==> src/design/ifse_pkg.sv <==
// Package: shared types, constants and helpers for the IMU frame scaler with accel smoothing
`timescale 1ns / 1ps
`default_nettype none

package ifse_pkg;

    // Frame layout
    localparam int FRAME_LENGTH = 14;
    localparam int POS_W        = 4;
    localparam logic [POS_W-1:0] LAST_POS = 4'(FRAME_LENGTH - 1);

    // Reading index within a frame
    localparam int ELEM_W = 3;
    localparam logic [ELEM_W-1:0] ELEM_TEMP   = 3'd0;
    localparam logic [ELEM_W-1:0] ELEM_ACC_X  = 3'd1;
    localparam logic [ELEM_W-1:0] ELEM_ACC_Y  = 3'd2;
    localparam logic [ELEM_W-1:0] ELEM_ACC_Z  = 3'd3;
    localparam logic [ELEM_W-1:0] ELEM_GYRO_X = 3'd4;
    localparam logic [ELEM_W-1:0] ELEM_GYRO_Y = 3'd5;
    localparam logic [ELEM_W-1:0] ELEM_GYRO_Z = 3'd6;

    // Configuration register indexes
    localparam int CFG_IDX_W  = 3;
    localparam int CFG_DATA_W = 20;
    localparam logic [CFG_IDX_W-1:0] CFG_EMA_ALPHA   = 3'd0;
    localparam logic [CFG_IDX_W-1:0] CFG_ACCEL_SCALE = 3'd1;
    localparam logic [CFG_IDX_W-1:0] CFG_GYRO_SCALE  = 3'd2;
    localparam logic [CFG_IDX_W-1:0] CFG_TEMP_SCALE  = 3'd3;
    localparam logic [CFG_IDX_W-1:0] CFG_TEMP_OFFSET = 3'd4;

    // Configuration reset values
    localparam logic [16:0]        RST_EMA_ALPHA   = 17'd13107;
    localparam logic [19:0]        RST_ACCEL_SCALE = 20'd321344;
    localparam logic [19:0]        RST_GYRO_SCALE  = 20'd255750;
    localparam logic [19:0]        RST_TEMP_SCALE  = 20'd126640;
    localparam logic signed [17:0] RST_TEMP_OFFSET = 18'sd6400;

    // Result range
    localparam int SAT_IN_W = 24;
    localparam logic signed [SAT_IN_W-1:0] W20_MAX = 24'sd524287;
    localparam logic signed [SAT_IN_W-1:0] W20_MIN = -24'sd524288;

    typedef struct packed {
        logic [7:0] data_byte;
        logic       frame_restart;
    } t_in_word;

    typedef struct packed {
        logic signed [19:0] temperature;
        logic signed [19:0] accel_x_smooth;
        logic signed [19:0] accel_y_smooth;
        logic signed [19:0] accel_z_smooth;
        logic signed [19:0] rate_x;
        logic signed [19:0] rate_y;
        logic signed [19:0] rate_z;
    } t_out_word;

    // Controller to datapath commands
    typedef struct packed {
        logic              store_en;
        logic [POS_W-1:0]  store_idx;
        logic [ELEM_W-1:0] elem;
        logic              mul_en;
        logic              scl_en;
        logic              bypass;
        logic              emul_en;
        logic              eadd_en;
        logic              out_load;
    } t_cmd;

    // Clamp to 20 bits signed
    function automatic logic signed [19:0] sat20(input logic signed [SAT_IN_W-1:0] v);
        logic signed [19:0] r;
        if (v > W20_MAX) begin
            r = W20_MAX[19:0];
        end else if (v < W20_MIN) begin
            r = W20_MIN[19:0];
        end else begin
            r = v[19:0];
        end
        return r;
    endfunction

endpackage

`default_nettype wire

==> src/design/imu_frame_scale_ema.sv <==
// Top level: IMU burst decoder with Q4.16 scaling and accelerometer EMA
// Bytes 1 to 13 of a frame are taken one per cycle; after the 14th the input stalls
// while the shared multiplier walks the seven readings: a multiply step and a scale step
// per reading, plus an EMA multiply step and add step per accel axis once the filter is
// primed. The output word is then loaded as soon as the output register has drained.
// Synchronous active-low reset restores default config and unprimes the filter.
`timescale 1ns / 1ps
`default_nettype none

module imu_frame_scale_ema (
    input  wire logic                            i_clk,
    input  wire logic                            i_rst_n,
    input  wire logic                            i_in_valid,
    output logic                                 o_in_ready,
    input  wire ifse_pkg::t_in_word              i_in_word,
    output logic                                 o_out_valid,
    input  wire logic                            i_out_ready,
    output ifse_pkg::t_out_word                  o_out_word,
    input  wire logic                            i_cfg_valid,
    output logic                                 o_cfg_ready,
    input  wire logic [ifse_pkg::CFG_IDX_W-1:0]  i_cfg_index,
    input  wire logic [ifse_pkg::CFG_DATA_W-1:0] i_cfg_data
);
    import ifse_pkg::*;

    t_cmd cmd;

    // Config words are always taken
    assign o_cfg_ready = 1'b1;

    ifse_ctrl u_ctrl (
        .i_clk       (i_clk),
        .i_rst_n     (i_rst_n),
        .i_in_valid  (i_in_valid),
        .i_restart   (i_in_word.frame_restart),
        .o_in_ready  (o_in_ready),
        .i_out_ready (i_out_ready),
        .o_out_valid (o_out_valid),
        .o_cmd       (cmd)
    );

    ifse_dp u_dp (
        .i_clk       (i_clk),
        .i_rst_n     (i_rst_n),
        .i_byte      (i_in_word.data_byte),
        .i_cmd       (cmd),
        .i_cfg_we    (i_cfg_valid && o_cfg_ready),
        .i_cfg_index (i_cfg_index),
        .i_cfg_data  (i_cfg_data),
        .o_out_word  (o_out_word)
    );

endmodule

`default_nettype wire

==> src/design/ifse_ctrl.sv <==
// Controller: byte position counter, per-reading sequencer and output handshake
`timescale 1ns / 1ps
`default_nettype none

module ifse_ctrl (
    input  wire logic          i_clk,
    input  wire logic          i_rst_n,
    input  wire logic          i_in_valid,
    input  wire logic          i_restart,
    output logic               o_in_ready,
    input  wire logic          i_out_ready,
    output logic               o_out_valid,
    output ifse_pkg::t_cmd     o_cmd
);
    import ifse_pkg::*;

    typedef enum logic [5:0] {
        S_COLLECT = 6'b000001,
        S_MUL     = 6'b000010,
        S_SCL     = 6'b000100,
        S_EMUL    = 6'b001000,
        S_EADD    = 6'b010000,
        S_DONE    = 6'b100000
    } t_state;

    t_state             r_state, n_state;
    logic [POS_W-1:0]   r_pos, n_pos;
    logic [ELEM_W-1:0]  r_elem, n_elem;
    logic               r_primed, n_primed;
    logic               r_out_valid, n_out_valid;

    logic [POS_W-1:0]   pos_eff;
    logic               in_acc;
    logic               is_accel;
    logic               out_free;

    assign o_in_ready  = (r_state == S_COLLECT);
    assign o_out_valid = r_out_valid;
    assign in_acc      = i_in_valid && o_in_ready;
    assign pos_eff     = i_restart ? '0 : r_pos;
    assign is_accel    = (r_elem == ELEM_ACC_X) || (r_elem == ELEM_ACC_Y) ||
                         (r_elem == ELEM_ACC_Z);
    assign out_free    = !r_out_valid || i_out_ready;

    // Next state and commands
    always_comb begin
        n_state     = r_state;
        n_pos       = r_pos;
        n_elem      = r_elem;
        n_primed    = r_primed;
        n_out_valid = r_out_valid;
        if (r_out_valid && i_out_ready) begin
            n_out_valid = 1'b0;
        end

        o_cmd           = '0;
        o_cmd.store_idx = pos_eff;
        o_cmd.elem      = r_elem;
        o_cmd.bypass    = !r_primed;

        case (r_state)
            S_COLLECT: begin
                if (in_acc) begin
                    o_cmd.store_en = 1'b1;
                    if (pos_eff < LAST_POS) begin
                        n_pos = pos_eff + 4'd1;
                    end else begin
                        n_pos   = '0;
                        n_elem  = ELEM_TEMP;
                        n_state = S_MUL;
                    end
                end
            end
            S_MUL: begin
                o_cmd.mul_en = 1'b1;
                n_state      = S_SCL;
            end
            S_SCL: begin
                o_cmd.scl_en = 1'b1;
                if (is_accel && r_primed) begin
                    n_state = S_EMUL;
                end else if (r_elem == ELEM_GYRO_Z) begin
                    n_state = S_DONE;
                end else begin
                    n_elem  = r_elem + 3'd1;
                    n_state = S_MUL;
                end
            end
            S_EMUL: begin
                o_cmd.emul_en = 1'b1;
                n_state       = S_EADD;
            end
            S_EADD: begin
                o_cmd.eadd_en = 1'b1;
                n_elem        = r_elem + 3'd1;
                n_state       = S_MUL;
            end
            S_DONE: begin
                if (out_free) begin
                    o_cmd.out_load = 1'b1;
                    n_out_valid    = 1'b1;
                    n_primed       = 1'b1;
                    n_state        = S_COLLECT;
                end
            end
            default: begin
                n_state = S_COLLECT;
            end
        endcase
    end

    // State registers
    always_ff @(posedge i_clk) begin
        if (!i_rst_n) begin
            r_state     <= S_COLLECT;
            r_pos       <= '0;
            r_elem      <= ELEM_TEMP;
            r_primed    <= 1'b0;
            r_out_valid <= 1'b0;
        end else begin
            r_state     <= n_state;
            r_pos       <= n_pos;
            r_elem      <= n_elem;
            r_primed    <= n_primed;
            r_out_valid <= n_out_valid;
        end
    end

endmodule

`default_nettype wire

==> src/design/ifse_dp.sv <==
// Datapath: frame byte store, config registers, scale multiplier, EMA filter, output register
`timescale 1ns / 1ps
`default_nettype none

module ifse_dp (
    input  wire logic                          i_clk,
    input  wire logic                          i_rst_n,
    input  wire logic [7:0]                    i_byte,
    input  wire ifse_pkg::t_cmd                i_cmd,
    input  wire logic                          i_cfg_we,
    input  wire logic [ifse_pkg::CFG_IDX_W-1:0]  i_cfg_index,
    input  wire logic [ifse_pkg::CFG_DATA_W-1:0] i_cfg_data,
    output ifse_pkg::t_out_word                o_out_word
);
    import ifse_pkg::*;

    localparam int PROD_W  = 37;   // 16 x 21 signed
    localparam int EPROD_W = 39;   // 21 x 18 signed

    // Config registers
    logic [16:0]        r_alpha;
    logic [19:0]        r_accel_scale;
    logic [19:0]        r_gyro_scale;
    logic [19:0]        r_temp_scale;
    logic signed [17:0] r_temp_offset;

    // Frame and working registers
    logic [7:0]                r_bytes [FRAME_LENGTH];
    logic signed [PROD_W-1:0]  r_prod;
    logic signed [EPROD_W-1:0] r_eprod;
    logic signed [19:0]        r_x;
    logic signed [19:0]        r_filt [3];
    logic signed [19:0]        r_res  [7];
    t_out_word                 r_out;

    logic [POS_W-1:0]    hi_idx, lo_idx;
    logic signed [15:0]  raw;
    logic [19:0]         scale_sel;
    logic signed [20:0]  scale_s;
    logic signed [20:0]  shifted;
    logic signed [19:0]  scaled_v;
    logic signed [19:0]  temp_v;
    logic [ELEM_W-1:0]   em1;
    logic [1:0]          acc_idx;
    logic signed [19:0]  f_sel;
    logic signed [20:0]  diff;
    logic signed [19:0]  f_new;
    logic                is_accel;

    // Config write port
    always_ff @(posedge i_clk) begin
        if (!i_rst_n) begin
            r_alpha       <= RST_EMA_ALPHA;
            r_accel_scale <= RST_ACCEL_SCALE;
            r_gyro_scale  <= RST_GYRO_SCALE;
            r_temp_scale  <= RST_TEMP_SCALE;
            r_temp_offset <= RST_TEMP_OFFSET;
        end else if (i_cfg_we) begin
            case (i_cfg_index)
                CFG_EMA_ALPHA:   r_alpha       <= i_cfg_data[16:0];
                CFG_ACCEL_SCALE: r_accel_scale <= i_cfg_data;
                CFG_GYRO_SCALE:  r_gyro_scale  <= i_cfg_data;
                CFG_TEMP_SCALE:  r_temp_scale  <= i_cfg_data;
                CFG_TEMP_OFFSET: r_temp_offset <= signed'(i_cfg_data[17:0]);
                default: ;
            endcase
        end
    end

    // Byte store
    always_ff @(posedge i_clk) begin
        if (i_cmd.store_en) begin
            r_bytes[i_cmd.store_idx] <= i_byte;
        end
    end

    // Big-endian reading and its scale
    assign hi_idx   = {i_cmd.elem, 1'b0};
    assign lo_idx   = {i_cmd.elem, 1'b1};
    assign raw      = signed'({r_bytes[hi_idx], r_bytes[lo_idx]});
    assign is_accel = (i_cmd.elem == ELEM_ACC_X) || (i_cmd.elem == ELEM_ACC_Y) ||
                      (i_cmd.elem == ELEM_ACC_Z);

    always_comb begin
        case (i_cmd.elem)
            ELEM_TEMP:                         scale_sel = r_temp_scale;
            ELEM_ACC_X, ELEM_ACC_Y, ELEM_ACC_Z: scale_sel = r_accel_scale;
            default:                           scale_sel = r_gyro_scale;
        endcase
    end
    assign scale_s = signed'({1'b0, scale_sel});

    // Floor shift by 16, clamp, temperature offset
    assign shifted  = r_prod[PROD_W-1:16];
    assign scaled_v = sat20(SAT_IN_W'(shifted));
    assign temp_v   = sat20(SAT_IN_W'(scaled_v) + SAT_IN_W'(r_temp_offset));

    // EMA lane select
    assign em1     = i_cmd.elem - 3'd1;
    assign acc_idx = em1[1:0];
    assign f_sel   = r_filt[acc_idx];
    assign diff    = 21'(r_x) - 21'(f_sel);
    assign f_new   = sat20(SAT_IN_W'(f_sel) + SAT_IN_W'(signed'(r_eprod[EPROD_W-1:16])));

    // Arithmetic steps
    always_ff @(posedge i_clk) begin
        if (i_cmd.mul_en) begin
            r_prod <= PROD_W'(raw) * PROD_W'(scale_s);
        end
        if (i_cmd.scl_en) begin
            r_x <= scaled_v;
            if (i_cmd.elem == ELEM_TEMP) begin
                r_res[i_cmd.elem] <= temp_v;
            end else if (!is_accel || i_cmd.bypass) begin
                r_res[i_cmd.elem] <= scaled_v;
            end
            if (is_accel && i_cmd.bypass) begin
                r_filt[acc_idx] <= scaled_v;
            end
        end
        if (i_cmd.emul_en) begin
            r_eprod <= EPROD_W'(diff) * EPROD_W'(signed'({1'b0, r_alpha}));
        end
        if (i_cmd.eadd_en) begin
            r_filt[acc_idx]   <= f_new;
            r_res[i_cmd.elem] <= f_new;
        end
    end

    // Output word register
    always_ff @(posedge i_clk) begin
        if (i_cmd.out_load) begin
            r_out.temperature    <= r_res[ELEM_TEMP];
            r_out.accel_x_smooth <= r_res[ELEM_ACC_X];
            r_out.accel_y_smooth <= r_res[ELEM_ACC_Y];
            r_out.accel_z_smooth <= r_res[ELEM_ACC_Z];
            r_out.rate_x         <= r_res[ELEM_GYRO_X];
            r_out.rate_y         <= r_res[ELEM_GYRO_Y];
            r_out.rate_z         <= r_res[ELEM_GYRO_Z];
        end
    end

    assign o_out_word = r_out;

endmodule

`default_nettype wire
==> config.mk <==
export PLATFORM = sky130hd
export DESIGN_NAME = imu_frame_scale_ema
export DESIGN_NICKNAME = d
export VERILOG_FILES = /design/src/design/ifse_pkg.sv /design/src/design/imu_frame_scale_ema.sv /design/src/design/ifse_ctrl.sv /design/src/design/ifse_dp.sv
export SDC_FILE = /design/constraint.sdc
export NUM_CORES = 2
export LEC_CHECK = 0
export BUFFER_PORTS_ARGS = -buffer_cell sky130_fd_sc_hd__buf_2
export CAP_MARGIN = 0
export CORE_MARGIN = 4
export CORE_UTILIZATION = 49
export CTS_BUF_LIST = sky130_fd_sc_hd__clkbuf_8 sky130_fd_sc_hd__clkbuf_16
export CTS_CLUSTER_SIZE = 28
export DETAILED_ROUTE_END_ITERATION = 7
export HOLD_SLACK_MARGIN = 0.05
export PLACE_DENSITY = 0.66
export SETUP_SLACK_MARGIN = 0.2
export SYNTH_ARGS = -nofsm -noshare
export SYNTH_HDL_FRONTEND = slang
export SYNTH_SLANG_ARGS = --single-unit
==> constraint.sdc <==
create_clock -name i_clk -period 13.1 [get_ports i_clk]
set_input_delay 2.62 -clock i_clk [delete_from_list [all_inputs] [get_ports i_clk]]
set_output_delay 2.62 -clock i_clk [all_outputs]
set_load 0.01 [all_outputs]
==> After elaboration in Yosys (flattened, before gate mapping) <==
Memory sizes are Yosys's and may differ from the RTL's. A register that Yosys moved wholly into a read port is not among the register bits.
Cells that the tools add are included.
{ "totals": {"out_inout_bits": 143, "reg_bits": 206, "mem_count": 3, "input_bits": 37, "ramBits": 312} }
{ "classes": {"n_reduce_logical": 24, "order_cmp": 7, "mul": 2, "eq_ne": 19, "add_sub_neg": 6, "n_bitwise": 3, "muxes": 52} }
{ "mem_list": {"columns": ["name", "words", "width", "read_ports", "rd_clocked_by_memory_dff", "wr", "line", "rtl"], "rows": [
  ["u_dp.r_res", 7, 20, 7, 7, 1, "ifse_dp.sv:33", "logic signed [19:0] r_res [7];"],
  ["u_dp.r_bytes", 14, 8, 2, 2, 1, "ifse_dp.sv:28", "logic [7:0] r_bytes [FRAME_LENGTH];"],
  ["u_dp.r_filt", 3, 20, 1, 0, 1, "ifse_dp.sv:32", "logic signed [19:0] r_filt [3];"]
]} }
{ "op_table": {"columns": ["operator", "n"], "rows": [
  ["$mux 20", 9],
  ["$gt 24x20->1 const B", 2],
  ["$lt 24x20->1 const B", 2],
  ["$pmux 20 s2", 1],
  ["$mul 21x18->39", 1],
  ["$mul 16x21->37", 1],
  ["$pmux 6 s6", 1],
  ["$mux 6", 5],
  ["$mux 1", 25],
  ["$add 20x23->24", 1],
  ["$mux 4", 6],
  ["$add 20x18->21", 1],
  ["$gt 21x20->1 const B", 1],
  ["$lt 21x20->1 const B", 1],
  ["$sub 20x20->21", 1],
  ["$reduce_and 2->1", 7],
  ["$eq 3x2->1 const B", 4],
  ["$mux 3", 4],
  ["$pmux 3 s3", 1],
  ["$ne 2x2->1 const B", 4],
  ["$eq 3x1->1 const B", 2],
  ["$eq 3x3->1 const B", 2],
  ["$eq 6x1->1 const B", 1],
  ["$eq 6x2->1 const B", 1],
  ["18 further kinds", 29]
]} }

==> Logic depth before layout (Yosys ltp) <==
{ "depth": {"depth_word": 11, "ltp_mapped": 42, "mapped_depth_nobuf": 37} }

==> By module <==
From an unflattened synthesis, not the netlist that was laid out.
{ "hier_totals": {"hier_cells": 4553, "area_unflattened_um2": 48595.4} }
{ "by_module_without_submodules": {"columns": ["mod", "instances", "cells_per_inst", "seq_area_each_um2", "area_each_um2"], "rows": [
  ["ifse_dp", 1, 4448, 17396.7, 47705.8],
  ["ifse_ctrl", 1, 103, 300.3, 878.3],
  ["imu_frame_scale_ema", 1, 2, 0.0, 11.3]
]} }

==> Least setup slack after synthesis <==
Ideal clock, no wire load.
{ "synth_path": {"kind": "reg2reg", "startpoint": "register u_ctrl.r_elem[0]", "endpoint": "register u_dp.r_eprod[38], data pin", "t_required_ps": 12840, "setup_time_ps": 260, "arrival_ps": 9982, "path_buffers": 5, "path_slack_ps": 2858, "path_stages_with_launch": 40, "synth_period_minus_slack_ps": 10242, "path_cell_list": "dfxtp_1 > clkbuf_1 > clkbuf_1 > inv_1 > ha_1 > clkbuf_1 > clkbuf_1 > a21oi_1 > ha_1 > fa_1 > nor2b_1 > o21ai_0 > a21o_1 > a31oi_1 > a221o_1 > a31oi_1 > o21ai_0 > xor2_1 > [... 4 more ...] > fa_1 > inv_1 > fa_1 > fa_1 > inv_1 > fa_1 > inv_1 > ha_1 > o21ai_0 > a21oi_1 > a221oi_1 > o21ai_0 > nor2b_1 > o211a_1 > a311o_1 > a211oi_1 > o21bai_1 > xnor2_1"} }
{ "synth_between": {"elab_chain_len": 4} }
{ "synth_lines": {"columns": ["element", "line", "rtl"], "rows": [
  ["from (decl)", "ifse_ctrl.sv:28", "logic [ELEM_W-1:0] r_elem, n_elem;"],
  ["from (signal assigned)", "ifse_ctrl.sv:123", "r_elem <= n_elem;"],
  ["$sub 2x1->2", "ifse_dp.sv:99", "assign em1 = i_cmd.elem - 3'd1;"],
  ["$mem_v2 3x20", null, null],
  ["$sub 20x20->21", "ifse_dp.sv:102", "assign diff = 21'(r_x) - 21'(f_sel);"],
  ["$mul 21x18->39", "ifse_dp.sv:122", "r_eprod <= EPROD_W'(diff) * EPROD_W'(signed'({1'b0, r_alpha}));"],
  ["to (signal assigned)", "ifse_dp.sv:122", null],
  ["to (decl)", "ifse_dp.sv:30", "logic signed [EPROD_W-1:0] r_eprod;"]
]} }
No other way between the ends.
A chain may end at the register's enable or synchronous reset.

==> Worst setup path after layout <==
Ends and elaborated chain as after synthesis.

==> results.ini <==
[clock_network]
clk_pin_slew_ns=0.06
holdBufCountCts=0
cts_buffers=67
cts_resized=0
htree_num_levels=3
cts_sinks=629
cts_root_buffer=clkbuf_16
cts_tree=done
cts_setup_buffers=0
insertion_delay_ns=0.63
cts_buffer_depth=3

[timing]
final.period_utilization_pct=87.8
hold_viol=0
layout_setup_ws_ns=1.59
fin_skew_ns=0.0428
finalSetupViolCount=0
min_period_ns=11.51
rsz0062_at_grt=no
final_max_slew_viol_count=0
relSlewSlack_pct=3.34
final.setup.tns_ns=0
fmax_mhz=86.9
tightest_slew_ns=1.45

[worst_setup_path]
start_kind=flip-flop
slowest_stage=dfxtp_2
end_kind=flip-flop
critPathKind=flip-flop to flip-flop
cp_max_fo=41
crit_arrival_ns=11.85
max_stage_delay_ns=0.90
critPathRequiredTime_ns=13.45
cp_common_cell=fa_1

[grt]
overflow=0
antenna_found_initial=3
grtUsageTotal_pct=24.8
grt_pass1_vias=33800
grt_pass1_wl_mm=197
grt_max_degree=85

[placement]
io_buffer_count=178
dpl_worst_slack_ns=1.64
gp_congestion=0.910
dp_hpwl_mm=93.1

[logic_synthesis]
synth_edf_count=516
postSynthAreaPerCell_sq_um=10.7
synth_warnings=0
synth_cell_types=78
syn_inst=4537
netlist_area_sq_mm=0.0485
synth_seq_cells=629
synth_nets=5469
ys.flop_type=edfxtp_1
async_reset_ff_share_pct=0
ys_seq_area_share_pct=36.6

[final_layout]
drive_gt1_share_pct=8.78
layout_common_cells=779 x inv_1, 724 x nand2_1, 600 x fa_1
post-route-util_pct=54.0
num-nets-final=5605
syn2layout_area_growth_pct=9.38
layout_commonest_cell=inv_1

[run_status]
outcome=finished, final reports clean

[detailed_routing]
wl_per_cell_microns=21.0
postRouteAntennaNets=0
firstDrtPassIters=6
wirelength_mm=126
vias=32900
drc_errors=0
viasPerCell=5.47
dr.first_iter.drc_count=3064

[floorplan]
num_rows=115
start_util_pct=49.4
fp.dieH_microns=323
coreArea_sq_mm=0.0983
dieArea_sq_mm=0.104
io_pins=180
die_w_microns=323

[run]
cap_violations=0

[power]
internal_power_uw=7580
pwr-share-comb_pct=66.8
ir_drop_mv=0.652
seqPwrFrac_pct=20.1
sw_frac_of_total_pct=45.4
power_density_mw_per_mm2=262
power.share.clock_pct=13.0
leakagePower_uw=0.0236
p_sw_uw=6300
p_total_uw=13900

[worst_hold_path]
hp-class=flip-flop to flip-flop

==> Yosys cell counts, types with 7 or more instances <==
cell	count	area share, %
o21bai_1	7	0.11
a21oi_1	90	0.93
or3_1	7	0.090
edfxtp_1	516	32
mux2_2	12	0.28
nor3_1	32	0.33
a21boi_0	66	1.0
xor2_1	33	0.60
nor2_1	241	1.9
o21a_1	21	0.32
a211oi_1	14	0.22
ha_1	295	7.6
dfxtp_1	113	4.7
a221o_1	20	0.41
fa_1	600	25
clkbuf_1	171	1.3
mux4_2	16	0.74
nand3_1	62	0.64
a21o_1	53	0.82
nor2b_1	54	0.70
o21ai_1	15	0.15
nand4_1	8	0.10
and2_1	174	2.2
mux2i_1	45	0.93
nand3b_1	9	0.14
xnor2_1	66	1.2
nand2_1	724	5.6
inv_1	761	5.9
and3_1	15	0.19
o211ai_1	7	0.11
nand2b_1	32	0.41
o21ai_0	115	1.2
a221oi_1	20	0.36
maj3_1	11	0.23
==> worst max-delay path, delay by kind of cell (launching register included) <==
family	cells	cell delay (ns)
adder cells (fa/ha/maj)	9	4.04
AO/OA/AOI/OAI	15	3.89
XOR/XNOR	3	0.98
buffers and inverters	5	0.91
flip-flops	1	0.90
AND/OR/NAND/NOR	4	0.51
==> routing by layer <==
metal / up-vias / share of wire [%] / track usage (%)
met1: 16500 / 44 / 35.6
li1: 14900 / - / -
met2: 1362 / 45 / 38.3
met3: 215 / 9.0 / 5.38
met4: 4 / 2.7 / 6.91
met5: - / 0.021 / 0
==> power by group through the flow <==
stage	clock network [uW]	registers [uW]	logic [uW]
2_1_floorplan	0	2840	6490
3_3_place_gp	0	2830	9130
3_5_place_dp	0	2840	9230
4_1_cts	1840	2790	9300
5_1_grt	1930	2800	10500
6_report	1810	2790	9280
==> kinds of logic (layout without fill, tap and decap cells) <==
group,after synthesis,after routing,share of synthesized area (%)
DFF,629,629,36.6
xor gates and xnor gates,99,99,1.79
buffers and inverters,944,1132,7.34
muxes,73,73,1.95
and+or+nand+nor,1391,1391,12.8
other,1,4,0.00773
adders and majority gates,906,906,32.6
AOI/OAI and AO/OA,494,494,6.87
==> worst paths after layout <==
| check | endpoint | start | cells past startpoint | slack, ns |
|---|---|---|---|---|
| setup / recovery | u_dp.r_eprod[38]$_DFFE_PN_ | u_ctrl.r_elem[0]$_SDFFE_PN0P_ | 36 | 1.59 |
| hold / removal | o_out_word[134]$_DFFE_PP_ | u_dp.r_res[0][14]$_DFFE_PP_ | 0 | 0.41 |
| setup reg to reg | u_dp.r_eprod[38]$_DFFE_PN_ | u_ctrl.r_elem[0]$_SDFFE_PN0P_ | 36 | 1.59 |
| hold reg to reg | o_out_word[134]$_DFFE_PP_ | u_dp.r_res[0][14]$_DFFE_PP_ | 0 | 0.41 |
==> stage by stage <==
stage	hold WS [ns]	std cells	area (sq um)
finish	0.413	6015	53100
detailed placement	0.405	5891	51000
floorplan	0.400	4537	48500
global placement	0.400	5891	51000
CTS	0.401	6012	53000
global route	0.417	6014	53100
==> flip-flops by register name (all words and copies together) (netlist names), 20 cells and up, named ones only <==
register            cells
o_out_word            140
u_dp.r_accel_scale     20
u_dp.r_bytes          112
u_dp.r_eprod           23
u_dp.r_filt            60
u_dp.r_gyro_scale      20
u_dp.r_prod            21
u_dp.r_res            140
u_dp.r_temp_scale      20
u_dp.r_x               20
==> cell type report <==
cell class,instances,area [sq um]
antenna,3,7.51
clock buffer,70,1720
clock inverter,51,378
fill,8518,45200
inverter,762,2860
multi-input combinational,2964,27300
sequential,629,17800
tap,1287,1610
timing repair buffer,249,1420
Note: power is estimated with default switching activity, not from simulation.
